==> src/design/kmds_pkg.sv <==
package kmds_pkg;

   localparam int ROW_W     = 2;
   localparam int ROW_SLOTS = 2 ** ROW_W;
   localparam int LEVEL_W   = 4;
   localparam int TIME_W    = 32;
   localparam int DEB_W     = 16;
   localparam int KEY_W     = 5;
   localparam int KSUM_W    = 8;

   localparam logic [DEB_W-1:0] DEBOUNCE_RESET = 16'd50;

   typedef enum logic [1:0] {
      EV_NONE    = 2'd0,
      EV_PRESS   = 2'd1,
      EV_RELEASE = 2'd2
   } key_event_type;

endpackage

==> src/design/keypad_matrix_debounce_scanner_core.sv <==
// channel | direction | handshake             | payload
// req     | in        | req_valid / req_ready | row_index, column_levels, time_ms
// rsp     | out       | rsp_valid / rsp_ready | key_number, key_event, scan_any_pressed, last
// csr     | in        | csr_valid / csr_ready | debounce_ms (always ready)
//
// a request waits in the input register, then the whole row is
// debounced in one pass and its COLS responses go into the response buffer
// each request for a row below ROWS gives COLS responses (others are dropped),
// one per cycle while rsp_ready holds, so the output port sets the sustained rate
// synchronous active-high reset clears levels, scan flag and the handshake state
// a stalled rsp holds the buffer; the next row waits in the input register
module keypad_matrix_debounce_scanner_core #(
   parameter int ROWS = 4,
   parameter int COLS = 4
) (
   input  logic                            clock,
   input  logic                            reset,
   input  logic                            req_valid,
   output logic                            req_ready,
   input  logic [kmds_pkg::ROW_W-1:0]      req_row_index,
   input  logic [kmds_pkg::LEVEL_W-1:0]    req_column_levels,
   input  logic [kmds_pkg::TIME_W-1:0]     req_time_ms,
   output logic                            rsp_valid,
   input  logic                            rsp_ready,
   output logic [kmds_pkg::KEY_W-1:0]      rsp_key_number,
   output logic [1:0]                      rsp_key_event,
   output logic                            rsp_scan_any_pressed,
   output logic                            rsp_last,
   input  logic                            csr_valid,
   output logic                            csr_ready,
   input  logic [kmds_pkg::DEB_W-1:0]      csr_debounce_ms
);

   localparam int CW = (COLS > 1) ? $clog2(COLS) : 1;
   localparam logic [CW-1:0] LAST_COL = CW'(COLS - 1);

   logic [kmds_pkg::DEB_W-1:0] debounce_ff;

   logic                             s1_valid_ff;
   logic [kmds_pkg::ROW_W-1:0]       s1_row_ff;
   logic [kmds_pkg::LEVEL_W-1:0]     s1_levels_ff;
   logic [kmds_pkg::TIME_W-1:0]      s1_time_ff;

   logic [COLS-1:0]                  stable_ff    [kmds_pkg::ROW_SLOTS];
   logic [COLS-1:0]                  candidate_ff [kmds_pkg::ROW_SLOTS];
   logic [kmds_pkg::TIME_W-1:0]      change_ff    [kmds_pkg::ROW_SLOTS][COLS];
   logic                             any_acc_ff;

   logic                             buf_valid_ff;
   logic [CW-1:0]                    col_ff;
   logic [kmds_pkg::ROW_W-1:0]       buf_row_ff;
   kmds_pkg::key_event_type          evt_ff [COLS];
   logic [COLS-1:0]                  any_ff;

   logic                             row_ok;
   logic                             out_done;
   logic                             buf_free;
   logic                             s1_go;
   logic                             load_buf;

   logic [COLS-1:0]                  stable_in;
   logic [COLS-1:0]                  candidate_in;
   logic [kmds_pkg::TIME_W-1:0]      change_in [COLS];
   kmds_pkg::key_event_type          evt_in    [COLS];
   logic [COLS-1:0]                  any_in;

   logic [kmds_pkg::KSUM_W-1:0]      key_sum;

   assign csr_ready = 1'b1;

   always_ff @(posedge clock) begin
      if (reset) begin
         debounce_ff <= kmds_pkg::DEBOUNCE_RESET;
      end else if (csr_valid) begin
         debounce_ff <= csr_debounce_ms;
      end
   end

   assign row_ok   = (32'(s1_row_ff) < 32'(ROWS));
   assign out_done = rsp_valid && rsp_ready && rsp_last;
   assign buf_free = !buf_valid_ff || out_done;
   assign s1_go    = s1_valid_ff && (buf_free || !row_ok);
   assign load_buf = s1_valid_ff && row_ok && buf_free;
   assign req_ready = !s1_valid_ff || s1_go;

   always_ff @(posedge clock) begin
      if (reset) begin
         s1_valid_ff <= 1'b0;
      end else if (req_ready) begin
         s1_valid_ff <= req_valid;
      end
   end

   always_ff @(posedge clock) begin
      if (req_valid && req_ready) begin
         s1_row_ff    <= req_row_index;
         s1_levels_ff <= req_column_levels;
         s1_time_ff   <= req_time_ms;
      end
   end

   // one debounce pass over the selected row
   always_comb begin
      logic                        raw;
      logic                        fire;
      logic                        acc;
      logic [kmds_pkg::TIME_W-1:0] elapsed;
      acc = (s1_row_ff == '0) ? 1'b0 : any_acc_ff;
      for (int c = 0; c < COLS; c++) begin
         if (c < kmds_pkg::LEVEL_W) begin
            raw = !s1_levels_ff[2'(c)];
         end else begin
            raw = 1'b0;
         end
         candidate_in[c] = raw;
         if (raw != candidate_ff[s1_row_ff][c]) begin
            change_in[c] = s1_time_ff;
         end else begin
            change_in[c] = change_ff[s1_row_ff][c];
         end
         elapsed = s1_time_ff - change_in[c];
         fire = (elapsed > kmds_pkg::TIME_W'(debounce_ff))
                && (raw != stable_ff[s1_row_ff][c]);
         if (fire) begin
            stable_in[c] = raw;
            evt_in[c]    = raw ? kmds_pkg::EV_PRESS : kmds_pkg::EV_RELEASE;
         end else begin
            stable_in[c] = stable_ff[s1_row_ff][c];
            evt_in[c]    = kmds_pkg::EV_NONE;
         end
         acc = acc | stable_in[c];
         any_in[c] = acc;
      end
   end

   always_ff @(posedge clock) begin
      if (reset) begin
         for (int r = 0; r < kmds_pkg::ROW_SLOTS; r++) begin
            stable_ff[r]    <= '0;
            candidate_ff[r] <= '0;
         end
         any_acc_ff <= 1'b0;
      end else if (load_buf) begin
         stable_ff[s1_row_ff]    <= stable_in;
         candidate_ff[s1_row_ff] <= candidate_in;
         any_acc_ff              <= any_in[COLS-1];
      end
   end

   // change time only matters once the candidate has moved, so no reset
   always_ff @(posedge clock) begin
      if (load_buf) begin
         for (int c = 0; c < COLS; c++) begin
            change_ff[s1_row_ff][c] <= change_in[c];
         end
      end
   end

   always_ff @(posedge clock) begin
      if (reset) begin
         buf_valid_ff <= 1'b0;
         col_ff       <= '0;
      end else if (load_buf) begin
         buf_valid_ff <= 1'b1;
         col_ff       <= '0;
      end else if (out_done) begin
         buf_valid_ff <= 1'b0;
         col_ff       <= '0;
      end else if (rsp_valid && rsp_ready) begin
         col_ff <= col_ff + 1'b1;
      end
   end

   always_ff @(posedge clock) begin
      if (load_buf) begin
         buf_row_ff <= s1_row_ff;
         any_ff     <= any_in;
         for (int c = 0; c < COLS; c++) begin
            evt_ff[c] <= evt_in[c];
         end
      end
   end

   assign key_sum = kmds_pkg::KSUM_W'(buf_row_ff) * kmds_pkg::KSUM_W'(COLS)
                    + kmds_pkg::KSUM_W'(col_ff) + kmds_pkg::KSUM_W'(1);

   assign rsp_valid            = buf_valid_ff;
   assign rsp_key_number       = key_sum[kmds_pkg::KEY_W-1:0];
   assign rsp_key_event        = 2'(evt_ff[col_ff]);
   assign rsp_scan_any_pressed = any_ff[col_ff];
   assign rsp_last             = (col_ff == LAST_COL);

`ifndef SYNTHESIS
   a_load_starts_row: assert property (@(posedge clock) disable iff (reset)
      load_buf |=> (buf_valid_ff && col_ff == '0))
      else $error("row buffer not restarted after load");

   a_last_rewinds: assert property (@(posedge clock) disable iff (reset)
      out_done |=> (col_ff == '0))
      else $error("column counter not rewound after last response");

   a_col_in_range: assert property (@(posedge clock) disable iff (reset)
      buf_valid_ff |-> (col_ff <= LAST_COL))
      else $error("column counter out of range");

   a_press_sets_any: assert property (@(posedge clock) disable iff (reset)
      (rsp_valid && rsp_key_event == 2'(kmds_pkg::EV_PRESS)) |-> rsp_scan_any_pressed)
      else $error("press reported without scan flag");
`endif

endmodule
==> config.mk <==
export PLATFORM = sky130hd
export DESIGN_NAME = keypad_matrix_debounce_scanner_core
export DESIGN_NICKNAME = d
export VERILOG_FILES = /design/src/design/kmds_pkg.sv /design/src/design/keypad_matrix_debounce_scanner_core.sv
export SDC_FILE = /design/constraint.sdc
export NUM_CORES = 1
export LEC_CHECK = 0
export BUFFER_PORTS_ARGS = -buffer_cell sky130_fd_sc_hd__buf_2
export CORE_AREA = 2 2 247 176
export DETAILED_ROUTE_END_ITERATION = 8
export DIE_AREA = 0 0 249 178
export GPL_TIMING_DRIVEN = 1
export PLACE_DENSITY = 0.71
export SETUP_SLACK_MARGIN = 0.15
export SLEW_MARGIN = 20
export SYNTH_ARGS = -nofsm -noshare
export SYNTH_HDL_FRONTEND = slang
export SYNTH_SLANG_ARGS = --single-unit
export TNS_END_PERCENT = 1
==> constraint.sdc <==
create_clock -name clock -period 14.5 [get_ports clock]
set_input_delay 1.45 -clock clock [delete_from_list [all_inputs] [get_ports clock]]
set_output_delay 1.45 -clock clock [all_outputs]
set_load 0.005 [all_outputs]
# Word-level counts from Yosys, hierarchy flattened
# Memory sizes are Yosys's and may differ from the RTL's. A register that Yosys moved wholly into a read port is not among the register bits.
# Cells that the tools add are included.
op_classes:
  n_addsub: 5
  magnitude_cmp: 3
  eq_ne: 5
  n_mux: 30
  n_bitwise: 4
  reduce_logical: 17
op_table:
  columns: ["op", "count"]
  rows:
  - ["$gt A32 B16 Y1", 2]
  - ["$mux W32", 2]
  - ["$sub A32 B32 Y32", 2]
  - ["$mux W2", 12]
  - ["$mux W1", 14]
  - ["$logic_and A1 B1 Y1", 6]
  - ["$add A4 B2 Y5", 1]
  - ["$add A5 B1 Y5 const B", 1]
  - ["$logic_not A1 Y1", 4]
  - ["$mux W4", 1]
  - ["$ne A1 B1 Y1", 4]
  - ["$or A1 B1 Y1", 4]
  - ["$reduce_or A4 Y1", 1]
  - ["$lt A2 B3 Y1 const B", 1]
  - ["$reduce_or A3 Y1", 1]
  - ["$add A2 B1 Y2 const B", 1]
  - ["$bmux W1 S2", 1]
  - ["$eq A2 B2 Y1 const B", 1]
  - ["$logic_not A2 Y1", 1]
  - ["$logic_or A1 B1 Y1", 2]
  - ["$reduce_bool A2 Y1", 1]
  - ["$reduce_or A2 Y1", 1]
word_totals:
  ff_bits: 63
  mem_bits_rw: 544
  input_bits: 59
  memories: 4
memory_table:
  columns: ["memory", "depth", "width", "rd", "rd_clocked_by_memory_dff", "wr", "line_no", "rtl"]
  rows:
  - ["change_ff", 4, 128, 1, 1, 1, "keypad_matrix_debounce_scanner_core.sv:46", "logic [kmds_pkg::TIME_W-1:0] change_ff [kmds_pkg::ROW_SLOTS][COLS];"]
  - ["stable_ff", 4, 4, 1, 1, 4, "keypad_matrix_debounce_scanner_core.sv:44", "logic [COLS-1:0] stable_ff [kmds_pkg::ROW_SLOTS];"]
  - ["candidate_ff", 4, 2, 1, 1, 4, "keypad_matrix_debounce_scanner_core.sv:45", "logic [COLS-1:0] candidate_ff [kmds_pkg::ROW_SLOTS];"]
  - ["evt_ff", 4, 2, 1, 1, 4, "keypad_matrix_debounce_scanner_core.sv:52", "kmds_pkg::key_event_type evt_ff [COLS];"]

# Depth between registers and ports, before layout
# Gate-level depths: netlist of run 1.
logic_depth:
  word_depth: 11
  mapped_depth: 29
  mapped_depth_nobuf: 26

# Worst setup path after synthesis of run 1
# Ideal clock, no wire load.
synth_timing:
  path_type: "register to register"
  startpoint: "register with a tool-made name"
  endpoint: "memory stable_ff[1][0] (data pin)"
  setup_ns: 0.266
  t_arrival_ns: 6.951
  required_time_ns: 14.234
  path_slack_ns: 7.283
  stages_incl_launch_ff: 28
  path_buffers: 4
  cell_sequence: "dfxtp_1 -> buf_4 -> buf_2 -> buf_1 -> buf_1 -> mux4_2 -> nand2_1 -> o21ai_0 -> ha_1 -> fa_1 -> nor4_1 -> o31ai_2 -> o21ai_2 -> a21oi_1 -> xnor2_1 -> ha_1 -> nand4_1 -> or4_1 -> nor2_1 -> a31oi_1 -> a221oi_1 -> nand4_1 -> a311oi_1 -> and4_1 -> nand4_1 -> or4_4 -> mux2i_1 -> nor3_1"
synth_lines:
  columns: ["item", "line_no"]
  rows:
  - ["end, declared", "keypad_matrix_debounce_scanner_core.sv:44"]

==> results of run 1 <==
-- tightest hold or removal path, delay by kind of cell (launching register included) --
kind | cells | cell delay (ns)
muxes | 1 | 0.06
and+or+nand+nor | 1 | 0.08
DFF | 1 | 0.33
-- state kept, by name, summed over array words and instances, names as in the netlist, named ones only --
| register | flops |
|---|---|
| debounce_ff | 16 |
| buf_row_ff | 2 |
| stable_ff | 16 |
| col_ff | 2 |
| any_acc_ff | 1 |
| any_ff | 4 |
| candidate_ff | 8 |
| rsp_valid | 1 |
| evt_ff | 4 |
| s1_levels_ff | 2 |
| change_ff | 256 |
| s1_row_ff | 2 |
| s1_valid_ff | 1 |
| s1_time_ff | 32 |
-- area by class of cell --
| cell class | count | area [um^2] |
|---|---|---|
| Multi-Input combinational cell | 1044 | 7850 |
| Tap cell | 552 | 691 |
| Sequential cell | 351 | 10300 |
| Timing Repair Buffer | 80 | 433 |
| Fill cell | 3625 | 21100 |
| Clock buffer | 50 | 1000 |
| Clock inverter | 15 | 105 |
| Inverter | 101 | 379 |
-- kinds of logic (layout without fill, tap and decap cells) --
| logic type | after synthesis | count (layout) |
|---|---|---|
| mux | 94 | 94 |
| other cells | 1 | 1 |
| fa+ha+maj | 93 | 93 |
| xor+xnor | 56 | 56 |
| compound gates | 273 | 273 |
| simple gates | 527 | 527 |
| buf+inv | 171 | 246 |
| flops | 351 | 351 |
-- worst min path at each step --
stage / start / end / slack, ns
global route: debounce_ff[13]$_SDFFE_PP0P_ / debounce_ff[13]$_SDFFE_PP0P_ / 0.53
finish: debounce_ff[13]$_SDFFE_PP0P_ / debounce_ff[13]$_SDFFE_PP0P_ / 0.50
global placement: debounce_ff[15]$_SDFFE_PP0P_ / debounce_ff[15]$_SDFFE_PP0P_ / 0.48
floorplan: debounce_ff[10]$_SDFFE_PP0P_ / debounce_ff[10]$_SDFFE_PP0P_ / 0.46
detailed placement: debounce_ff[13]$_SDFFE_PP0P_ / debounce_ff[13]$_SDFFE_PP0P_ / 0.49
CTS: debounce_ff[3]$_SDFFE_PP0P_ / debounce_ff[3]$_SDFFE_PP0P_ / 0.50
-- power by group --
| part | internal, mW | switching [mW] | leakage (nW) |
|---|---|---|---|
| Combinational | 0.319 | 0.536 | 3.93 |
| Clock | 0.492 | 0.393 | 0.534 |
| Sequential | 1.18 | 0.0240 | 3.23 |
| Total | 1.99 | 0.953 | 7.69 |
-- per-stage QoR --
| stage | hold slack [ns] | instances | setup WS (ns) |
|---|---|---|---|
| global placement | 0.475 | 2128 | 6.38 |
| floorplan | 0.460 | 1566 | 7.28 |
| CTS | 0.501 | 2193 | 6.24 |
| global route | 0.527 | 2193 | 5.61 |
| detailed placement | 0.487 | 2128 | 6.25 |
| finish | 0.501 | 2193 | 6.32 |
-- synthesized netlist by cell type, types with 3 or more instances --
master	number	area [um^2]
a211oi_1	9	67.6
a21o_1	20	150
a21oi_1	90	450
a221oi_1	5	43.8
a311oi_1	4	35.0
a31oi_1	7	43.8
and2_1	58	363
and3_1	11	68.8
and4_1	5	43.8
buf_1	13	48.8
clkbuf_1	52	195
dfxtp_1	25	500
edfxtp_1	326	9790
ha_1	91	1140
inv_1	99	372
mux2_2	3	33.8
mux2i_1	19	190
mux4_2	71	1600
nand2_1	213	800
nand2b_1	13	81.3
nand3_1	23	115
nand4_1	33	206
nor2_1	91	342
nor2b_1	5	31.3
nor3_1	36	180
nor3b_1	3	22.5
nor4_1	7	43.8
o211ai_1	11	82.6
o21a_1	12	90.1
o21ai_0	58	290
o21bai_1	10	75.1
o22a_1	4	35.0
o22ai_1	3	18.8
o31ai_1	7	52.6
or2_2	3	18.8
or3_1	11	68.8
or4_1	3	22.5
xnor2_1	32	280
xor2_1	22	193
-- routing by layer --
| layer | GRT usage | vias up |
|---|---|---|
| li1 | - | 5940 |
| met1 | 0.327 | 6354 |
| met2 | 0.319 | 483 |
| met3 | 0.0293 | 64 |
| met4 | 0.0556 | 0 |
| met5 | 0 | - |
==> run metrics, run 1 <==
post-detail-place hpwl=32,300 um; Max stage delay on crit path=0.67 ns; number of iterations in the first detailed-routing pass=5; critical path's slowest cell=buf_4; Synth Register Bits=351; number of global-route vias before repair=12,400; CTS tree=done; Root Driver=clkbuf_16; Synth Area in Compound Gates=0.0930; simple-gate area share of the yosys netlist=0.135; outcome=finished clean; synthesized net count=1,718; EDFF count, synth=326; DR WL met3=3370 um; Worst path depth=25; # Max-Cap Violations=0; Layout area overhead=10.7%; most common cell after layout, fill and taps aside=edfxtp_1; Critical Path Start Type=flop; Iter 0 DRT Violations=1,264; Mapped Area=0.0187 mm^2; H-Tree Depth=2; Post-Route Utilization=0.496; Crit. End Element=flop; final WL=47,000 um; RSZ-0062 raised after global routing=no; IO Pins=71; RD Place Congestion=0.932; post-synthesis mux area share=0.0981; min Tclk post-route=8.18 ns; die area=0.0443 mm^2; Post-CTS Hold Buffers=0; worst-margin pin slew=1.10 ns; Final ANT Viol Nets=0; sequential-to-total area share from yosys stat=0.549; Most Frequent Cell on Critical Path=nand4_1; DRC=0; xor/xnor share of the synthesized area=0.0276; port bufs=67; first-pass GRT wire length=72,500 um; Arr. time, crit path=8.47 ns; Max Fclk=122 MHz; via density per instance=5.86; clk buf depth=3; largest family of logic cells by synthesized area=simple AND/OR/NAND/NOR gates; Worst path top cell family by delay=simple AND/OR/NAND/NOR gates; final count of hold timing violations=0; cell count of the worst hold path=2; grt ovf=0; fraction of layout cells with a size suffix above 1=0.141; core area=0.0419 mm^2; post-DR wirelength/cell=21.4 um; Final setup viols=0; Pwr Total=2.94 mW; PD cells=142 mW/mm^2; Async S/R FF share, synth=0; total track usage=0.214; main flop type after synthesis=edfxtp_1; clock buffer count from CTS=37; critical path class=flop to flop; FF-to-FF path depth=25; highest metal used=met4; Post-Synth Adder-Cell Area=0.0629; Syn Area/Cell=12.0 um^2; Starting Density=0.448; via count=12,800; met1 wire length=22,600 um; post-synth cell types=81; fin. max-slew vios=0; final clock period utilization by the worst path=0.564; initial antenna violation count=0; Setup Total Neg Slack=0 ns; Clock Skews=0.0265 ns; relative slew slack=0.270; Net count, final=1,767; Placed Instance Area=0.0196 mm^2; cts repair resizes=0; clock net sink count=351; WP buf/inv=2; flop2flop setup slack=6.32 ns; die outline height=178 um; worst hold path class=flop to flop; CP max FO=39; leakage power=7.69 nW; Die W=249 um; Clk Latency, worst-skew pair=0.55 ns; Worst-path clk slew=0.06 ns; FF-to-FF End=stable_ff[1][0]$_SDFFCE_PN0P_; setup repair bufs after CTS=0; VDD IR max=0.0763 mV; Cells after Synth=1,566; most frequent cells in the layout=326 x edfxtp_1, 213 x nand2_1, 98 x inv_1; worst path required time=14.79 ns; yosys warns=0; cell area after layout=0.0208 mm^2; Worst Setup EP=stable_ff[1][0]$_SDFFCE_PN0P_; met2 WL=20,000 um; # diodes=0; largest net degree at the start of global routing=66; num rows=63
No activity file was read; power rests on OpenSTA's default activity.
==> inputs of run 2 (changes only) <==
--- a/config.mk
+++ b/config.mk
@@ -5,12 +5,13 @@
 export SDC_FILE = /design/constraint.sdc
 export NUM_CORES = 1
 export LEC_CHECK = 0
+export ABC_AREA = 1
 export BUFFER_PORTS_ARGS = -buffer_cell sky130_fd_sc_hd__buf_2
 export CORE_AREA = 2 2 247 176
 export DETAILED_ROUTE_END_ITERATION = 8
 export DIE_AREA = 0 0 249 178
 export GPL_TIMING_DRIVEN = 1
-export PLACE_DENSITY = 0.71
+export PLACE_DENSITY = 0.73
 export SETUP_SLACK_MARGIN = 0.15
 export SLEW_MARGIN = 20
 export SYNTH_ARGS = -nofsm -noshare
==> constraint.sdc (replaced) <==
create_clock -name clock -period 6.67 [get_ports clock]
set_input_delay 0.667 -clock clock [delete_from_list [all_inputs] [get_ports clock]]
set_output_delay 0.667 -clock clock [all_outputs]
set_load 0.005 [all_outputs]
==> run 2 against run 1 <==
  * Maximum frequency is 37% higher
  * Via count is 15% higher
  * Final cell count is 19% higher
  * Synthesized cell count is 26% higher
==> run metrics, run 2 <==
Arr. time, crit path=6.37 ns (-2.10 ns); Cells after Synth=1,970 (+26%); max reg flops=256 (unchanged); Setup Total Neg Slack=0 ns (unchanged); Most Frequent Cell on Critical Path=nand2_1; PnR worst setup slack=0.690 ns (-5.63 ns); yosys warns=0 (unchanged); Synth Register Bits=351 (unchanged); Mapped Area=0.0187 mm^2 (-0.39%); largest net degree at the start of global routing=77 (+17%); outcome=finished clean; most common cell after layout, fill and taps aside=nand2_1; via density per instance=5.69 (-2.9%); Clk pwr share=0.303 (+0.002); Die W=249 um (unchanged); # diodes=0 (unchanged); worst hold path class=primary input to flop; Net count, final=2,183 (+24%); fin. max-slew vios=0 (unchanged); fraction of layout cells with a size suffix above 1=0.0914 (-0.0493); first-pass GRT wire length=79,200 um (+9.3%); most frequent cells in the layout=347 x nand2_1, 326 x edfxtp_1, 246 x o21ai_0; Crit. End Element=flop; setup repair bufs after CTS=0 (unchanged); top-count cell post-synth=nand2_1; Multi-input gate area=0.00733 mm^2 (-6.6%); port bufs=67 (unchanged); Starting Density=0.446 (-0.00176); H-Tree Depth=2 (unchanged); Post-CTS Hold Buffers=0 (unchanged); synthesized net count=2,122 (+24%); post-synth cell types=52 (-36%); EDFF count, synth=326 (unchanged); Layout area overhead=10.8% (about the same); logic gate share of total power=0.273 (-0.017); FF-to-FF End=stable_ff[2][0]$_SDFFCE_PN0P_; worst-margin pin slew=1.08 ns (-0.0151 ns); FF-to-FF path depth=30 (+20%); fillers=3,819 (+5.4%); num rows=63 (unchanged); Async S/R FF share, synth=0 (unchanged); sequential power share=0.424 (+0.015); Synth area leader=edfxtp_1; via count=14,800 (+15%); Sw Ratio=0.329 (+0.00497); CP max FO=32 (-18%); Root Driver=clkbuf_16; Syn Area/Cell=9.48 um^2 (-21%); Reg area=0.0103 mm^2 (about the same); Min-Delay Endpoint=s1_time_ff[15]$_DFFE_PP_; clock buffer count from CTS=34 (-8.1%); Max stage delay on crit path=0.81 ns (+0.14 ns); cts repair resizes=0 (unchanged); Post-Place Cells=2,547 (+20%); Internal=4.12 mW (+110%); leakage power=8.13 nW (+5.6%); final count of hold timing violations=0 (unchanged); die area=0.0443 mm^2 (unchanged); Biggest register=change_ff; PD cells=297 mW/mm^2 (+110%); most frequent cells after synthesis=347 x nand2_1, 326 x edfxtp_1, 247 x o21ai_0; die outline height=178 um (unchanged); number of global-route vias before repair=14,300 (+15%); initial antenna violation count=0 (unchanged); DRC=0 (unchanged); flop2flop setup slack=0.69 ns (-5.63 ns); number of iterations in the first detailed-routing pass=5 (unchanged); VDD IR max=0.277 mV (+260%); grt ovf=0 (unchanged); Worst path top cell family by delay=simple AND/OR/NAND/NOR gates; Critical Path Start Type=flop; Clk Latency, worst-skew pair=0.54 ns (about the same); cell count of the worst hold path=1 (-1); post-detail-place hpwl=36,700 um (+14%); pre-CTS setup slack=0.830 ns (-5.42 ns); NetSw=2.02 mW (+110%); Max Fclk=167 MHz (+37%); critical path class=flop to flop; # Max-Cap Violations=0 (unchanged); Finished Layout Cells=2,608 (+19%); Post-Route Utilization=0.494 (-0.00176); HP Start=req_time_ms[15]; core area=0.0419 mm^2 (unchanged); total track usage=0.231 (+0.0172); Final setup viols=0 (unchanged); sequential-to-total area share from yosys stat=0.551 (+0.00217); Hold Slack=0.306 ns (-0.195 ns); Iter 0 DRT Violations=1,528 (+21%); top cell type's share of synthesized area=0.524 (+0.00206); Worst-path clk slew=0.07 ns (about the same); clk buf depth=3 (unchanged); final WL=51,000 um (+8.5%); ranking of synthesized cells by area=edfxtp_1 52%, nand2_1 7.0%, o21ai_0 6.6%; clock net sink count=351 (unchanged); WP buf/inv=1 (-1); IO Pins=71 (unchanged); min Tclk post-route=5.98 ns (-2.20 ns); final clock period utilization by the worst path=0.897 (+0.332); Largest regs=change_ff x256, s1_time_ff x32; Clock Skews=0.0206 ns (-0.00584 ns); CTS tree=done; post-DR wirelength/cell=19.5 um (-8.8%); RD Place Congestion=0.994 (+6.6%); main flop type after synthesis=edfxtp_1; relative slew slack=0.278 (+0.00839); RSZ-0062 raised after global routing=no; worst path required time=7.06 ns (-7.73 ns); Final ANT Viol Nets=0 (unchanged); critical path's slowest cell=o21ai_0
run 2: metal layers:
metal	track usage	up-vias	wire length, um
met5	0	-	0
met4	0.0427	0	732
met3	0.0470	56	4620
met2	0.343	572	21500
met1	0.350	7200	24200
li1	-	7001	-
run 2: layout make-up:
cell class              count  share of cell area
clock buffers              44              0.0449
flip-flops and latches    351               0.498
multi-input cells        1342               0.355
inverters                 211              0.0384
well taps                 552              0.0334
clock inverters            17             0.00605
repair buffers             91              0.0249
run 2: kinds of logic (layout without fill, tap and decap cells):
family / count (synthesis) / in the layout / share of synthesized area
adder cells (fa/ha/maj): 93 / 93 / 0.0631
AND/OR/NAND/NOR: 751 / 751 / 0.170
flip-flops: 351 / 351 / 0.551
AO/OA/AOI/OAI: 464 / 464 / 0.142
XOR/XNOR: 33 / 33 / 0.0155
other: 1 / 1 / 0.000201
buffers and inverters: 277 / 363 / 0.0586
run 2: metrics by stage:
stage / area [um^2] / power, mW
global route: 20700 / 6.45
floorplan: 18700 / 3.79
CTS: 20700 / 6.12
finish: 20700 / 6.13
global placement: 19600 / 4.23
detailed placement: 19600 / 4.27
run 2: power groups by stage:
stage                     Sequential (mW)  Combinational [mW]  Clock, mW
after floorplan                      2.62                1.17          0
after global placement               2.64                1.58          0
after detailed placement             2.65                1.62          0
after CTS                            2.60                1.63       1.89
after global routing                 2.61                1.87       1.97
final                                2.60                1.68       1.86
run 2: worst register-to-register path: cells and delay by family (launching register included):
| kind | cells | cell delay (ns) |
|---|---|---|
| adders and majority gates | 2 | 0.65 |
| buffers and inverters | 1 | 0.17 |
| DFF | 1 | 0.38 |
| and+or+nand+nor | 22 | 3.06 |
| xor gates and xnor gates | 1 | 0.21 |
| AOI/OAI and AO/OA | 4 | 1.38 |
run 2: how the worst max path moves through the flow:
stage                                 from                               end  cells after the start
finish                                flop     stable_ff[2][0]$_SDFFCE_PN0P_                     30
global route                          flop     stable_ff[2][0]$_SDFFCE_PN0P_                     30
CTS                                   flop     stable_ff[2][0]$_SDFFCE_PN0P_                     30
detailed placement                    flop     stable_ff[2][0]$_SDFFCE_PN0P_                     30
global placement                      flop     stable_ff[2][0]$_SDFFCE_PN0P_                     29
floorplan           col_ff[0]$_SDFFE_PP0P_  candidate_ff[0][0]$_SDFFCE_PN0P_                      9
==> inputs of run 3 (changes only) <==
--- a/config.mk
+++ b/config.mk
@@ -5,7 +5,7 @@
 export SDC_FILE = /design/constraint.sdc
 export NUM_CORES = 1
 export LEC_CHECK = 0
-export ABC_AREA = 1
+export ABC_AREA = 0
 export BUFFER_PORTS_ARGS = -buffer_cell sky130_fd_sc_hd__buf_2
 export CORE_AREA = 2 2 247 176
 export DETAILED_ROUTE_END_ITERATION = 8
==> run 3 against run 2 <==
  * Register-to-register slack worse by 0.36 ns
  * Critical path depth fell by 2
  * Sequential share of layout area is 2.5 points lower
  * Core utilization up 2.6 points
  * Maximum frequency decreased by 5.6%
  * Global-route usage is 1.0 points lower
  * Critical path type unchanged
==> run metrics, run 3 (synthesized netlist as in run 1, its figures left out) <==
Largest regs=change_ff x256, s1_time_ff x32; # diodes=0 (unchanged); Biggest register=change_ff; port bufs=67 (unchanged); via count=13,000 (-12%); number of global-route vias before repair=12,700 (-11%); RD Place Congestion=0.936 (-5.8%); Reg area=0.0103 mm^2 (about the same); Die W=249 um (unchanged); Post-Place Cells=2,214 (-13%); CTS tree=done; first-pass GRT wire length=74,800 um (-5.6%); num rows=63 (unchanged); critical path's slowest cell=mux4_2; Critical Path Start Type=flop; Final setup viols=0 (unchanged); Finished Layout Cells=2,284 (-12%); Hold Slack=0.303 ns (-0.00322 ns); Root Driver=clkbuf_16; most frequent cells in the layout=326 x edfxtp_1, 212 x nand2_1, 99 x buf_4; core area=0.0419 mm^2 (unchanged); die outline height=178 um (unchanged); leakage power=8.23 nW (+1.2%); die area=0.0443 mm^2 (unchanged); Post-CTS Hold Buffers=0 (unchanged); Arr. time, crit path=6.79 ns (+0.42 ns); via density per instance=5.71 (+0.38%); fraction of layout cells with a size suffix above 1=0.210 (+0.118); Crit. End Element=flop; final WL=48,600 um (-4.6%); Layout area overhead=16.1%; worst-margin pin slew=1.09 ns (+0.0123 ns); Starting Density=0.448 (+0.00176); fillers=3,570 (-6.5%); clock buffer count from CTS=35 (+2.9%); H-Tree Depth=2 (unchanged); post-DR wirelength/cell=21.3 um (+8.9%); total track usage=0.220 (-0.0104); final count of hold timing violations=0 (unchanged); min Tclk post-route=6.34 ns (+0.357 ns); final clock period utilization by the worst path=0.950 (+0.0536); Worst-path clk slew=0.06 ns (about the same); grt ovf=0 (unchanged); Net count, final=1,861 (-15%); CP max FO=6 (-81%); initial antenna violation count=0 (unchanged); # Max-Cap Violations=0 (unchanged); most common cell after layout, fill and taps aside=edfxtp_1; critical path class=flop to flop; post-detail-place hpwl=34,800 um (-5.3%); worst hold path class=primary input to flop; Most Frequent Cell on Critical Path=nand4_1; Worst Setup EP=any_acc_ff$_SDFFE_PP0P_; Setup Total Neg Slack=0 ns (unchanged); Max Fclk=158 MHz (-5.6%); VDD IR max=0.244 mV (-12%); largest net degree at the start of global routing=66 (-14%); Iter 0 DRT Violations=1,411 (-7.7%); worst path required time=7.13 ns (+0.07 ns); FF-to-FF path depth=28 (-6.7%); Max stage delay on crit path=0.64 ns (-0.17 ns); clk buf depth=3 (unchanged); relative slew slack=0.272 (-0.00649); Clock Skews=0.0194 ns (-0.00118 ns); HP Start=req_time_ms[30]; outcome=finished clean; cell count of the worst hold path=1 (unchanged); Final ANT Viol Nets=0 (unchanged); Multi-input gate area=0.00805 mm^2 (+9.8%); flop2flop setup slack=0.33 ns (-0.36 ns); Clk Latency, worst-skew pair=0.54 ns (about the same); clock net sink count=351 (unchanged); number of iterations in the first detailed-routing pass=6 (+1); DRC=0 (unchanged); IO Pins=71 (unchanged); fin. max-slew vios=0 (unchanged); FF-to-FF End=any_acc_ff$_SDFFE_PP0P_; PD cells=305 mW/mm^2 (+2.8%); max reg flops=256 (unchanged); RSZ-0062 raised after global routing=yes
[run 3: area by class of cell]
type / count / area share
Clock buffer: 51 / 0.0482
Clock inverter: 9 / 0.00287
Inverter: 101 / 0.0174
Multi-Input combinational cell: 1044 / 0.370
Sequential cell: 351 / 0.473
Tap cell: 552 / 0.0317
Timing Repair Buffer: 176 / 0.0570
[run 3: critical path, delay by kind of cell (launching register included)]
kind            cells  cell delay, ns
mux                 2            1.00
flops               1            0.37
compound gates      8            1.30
buf+inv             4            0.56
simple gates       10            2.02
fa+ha+maj           2            0.52
xor+xnor            2            0.47
[run 3: power by group]
group	total [mW]	internal, mW	switching, mW
sequential	2.61	2.56	0.0454
clock	1.90	1.09	0.808
combinational	2.13	0.880	1.25
total	6.64	4.54	2.10
[run 3: worst min path at each step]
stage	end
after floorplan	debounce_ff[10]$_SDFFE_PP0P_
after global routing	s1_time_ff[23]$_DFFE_PP_
after CTS	s1_time_ff[30]$_DFFE_PP_
after detailed placement	debounce_ff[3]$_SDFFE_PP0P_
final	s1_time_ff[30]$_DFFE_PP_
after global placement	debounce_ff[2]$_SDFFE_PP0P_
[run 3: per-layer routing]
layer / GRT usage / vias to the layer above / part of all wire
met2: 0.336 / 435 / 0.44
met4: 0.0472 / 0 / 0.015
met5: 0 / - / 0
li1: - / 6123 / -
met3: 0.0299 / 47 / 0.057
met1: 0.336 / 6431 / 0.49
[run 3: metrics by stage]
stage / power, mW / area, um^2 / utilization / setup slack, ns
after CTS: 6.58 / 21500 / 0.514 / 0.157
after global routing: 6.98 / 21800 / 0.520 / 0.0372
after floorplan: 3.97 / 18800 / - / 0.170
final: 6.64 / 21800 / 0.520 / 0.333
after global placement: 4.63 / 20300 / 0.486 / 0.0790
after detailed placement: 4.66 / 20300 / 0.486 / 0.0457
[run 3: timing repair]
action	CTS	global route
cloned	0	1
pin swaps	1	24
endpoints found under the setup margin	13	15
setup buffers	0	9
resized for setup	10	39
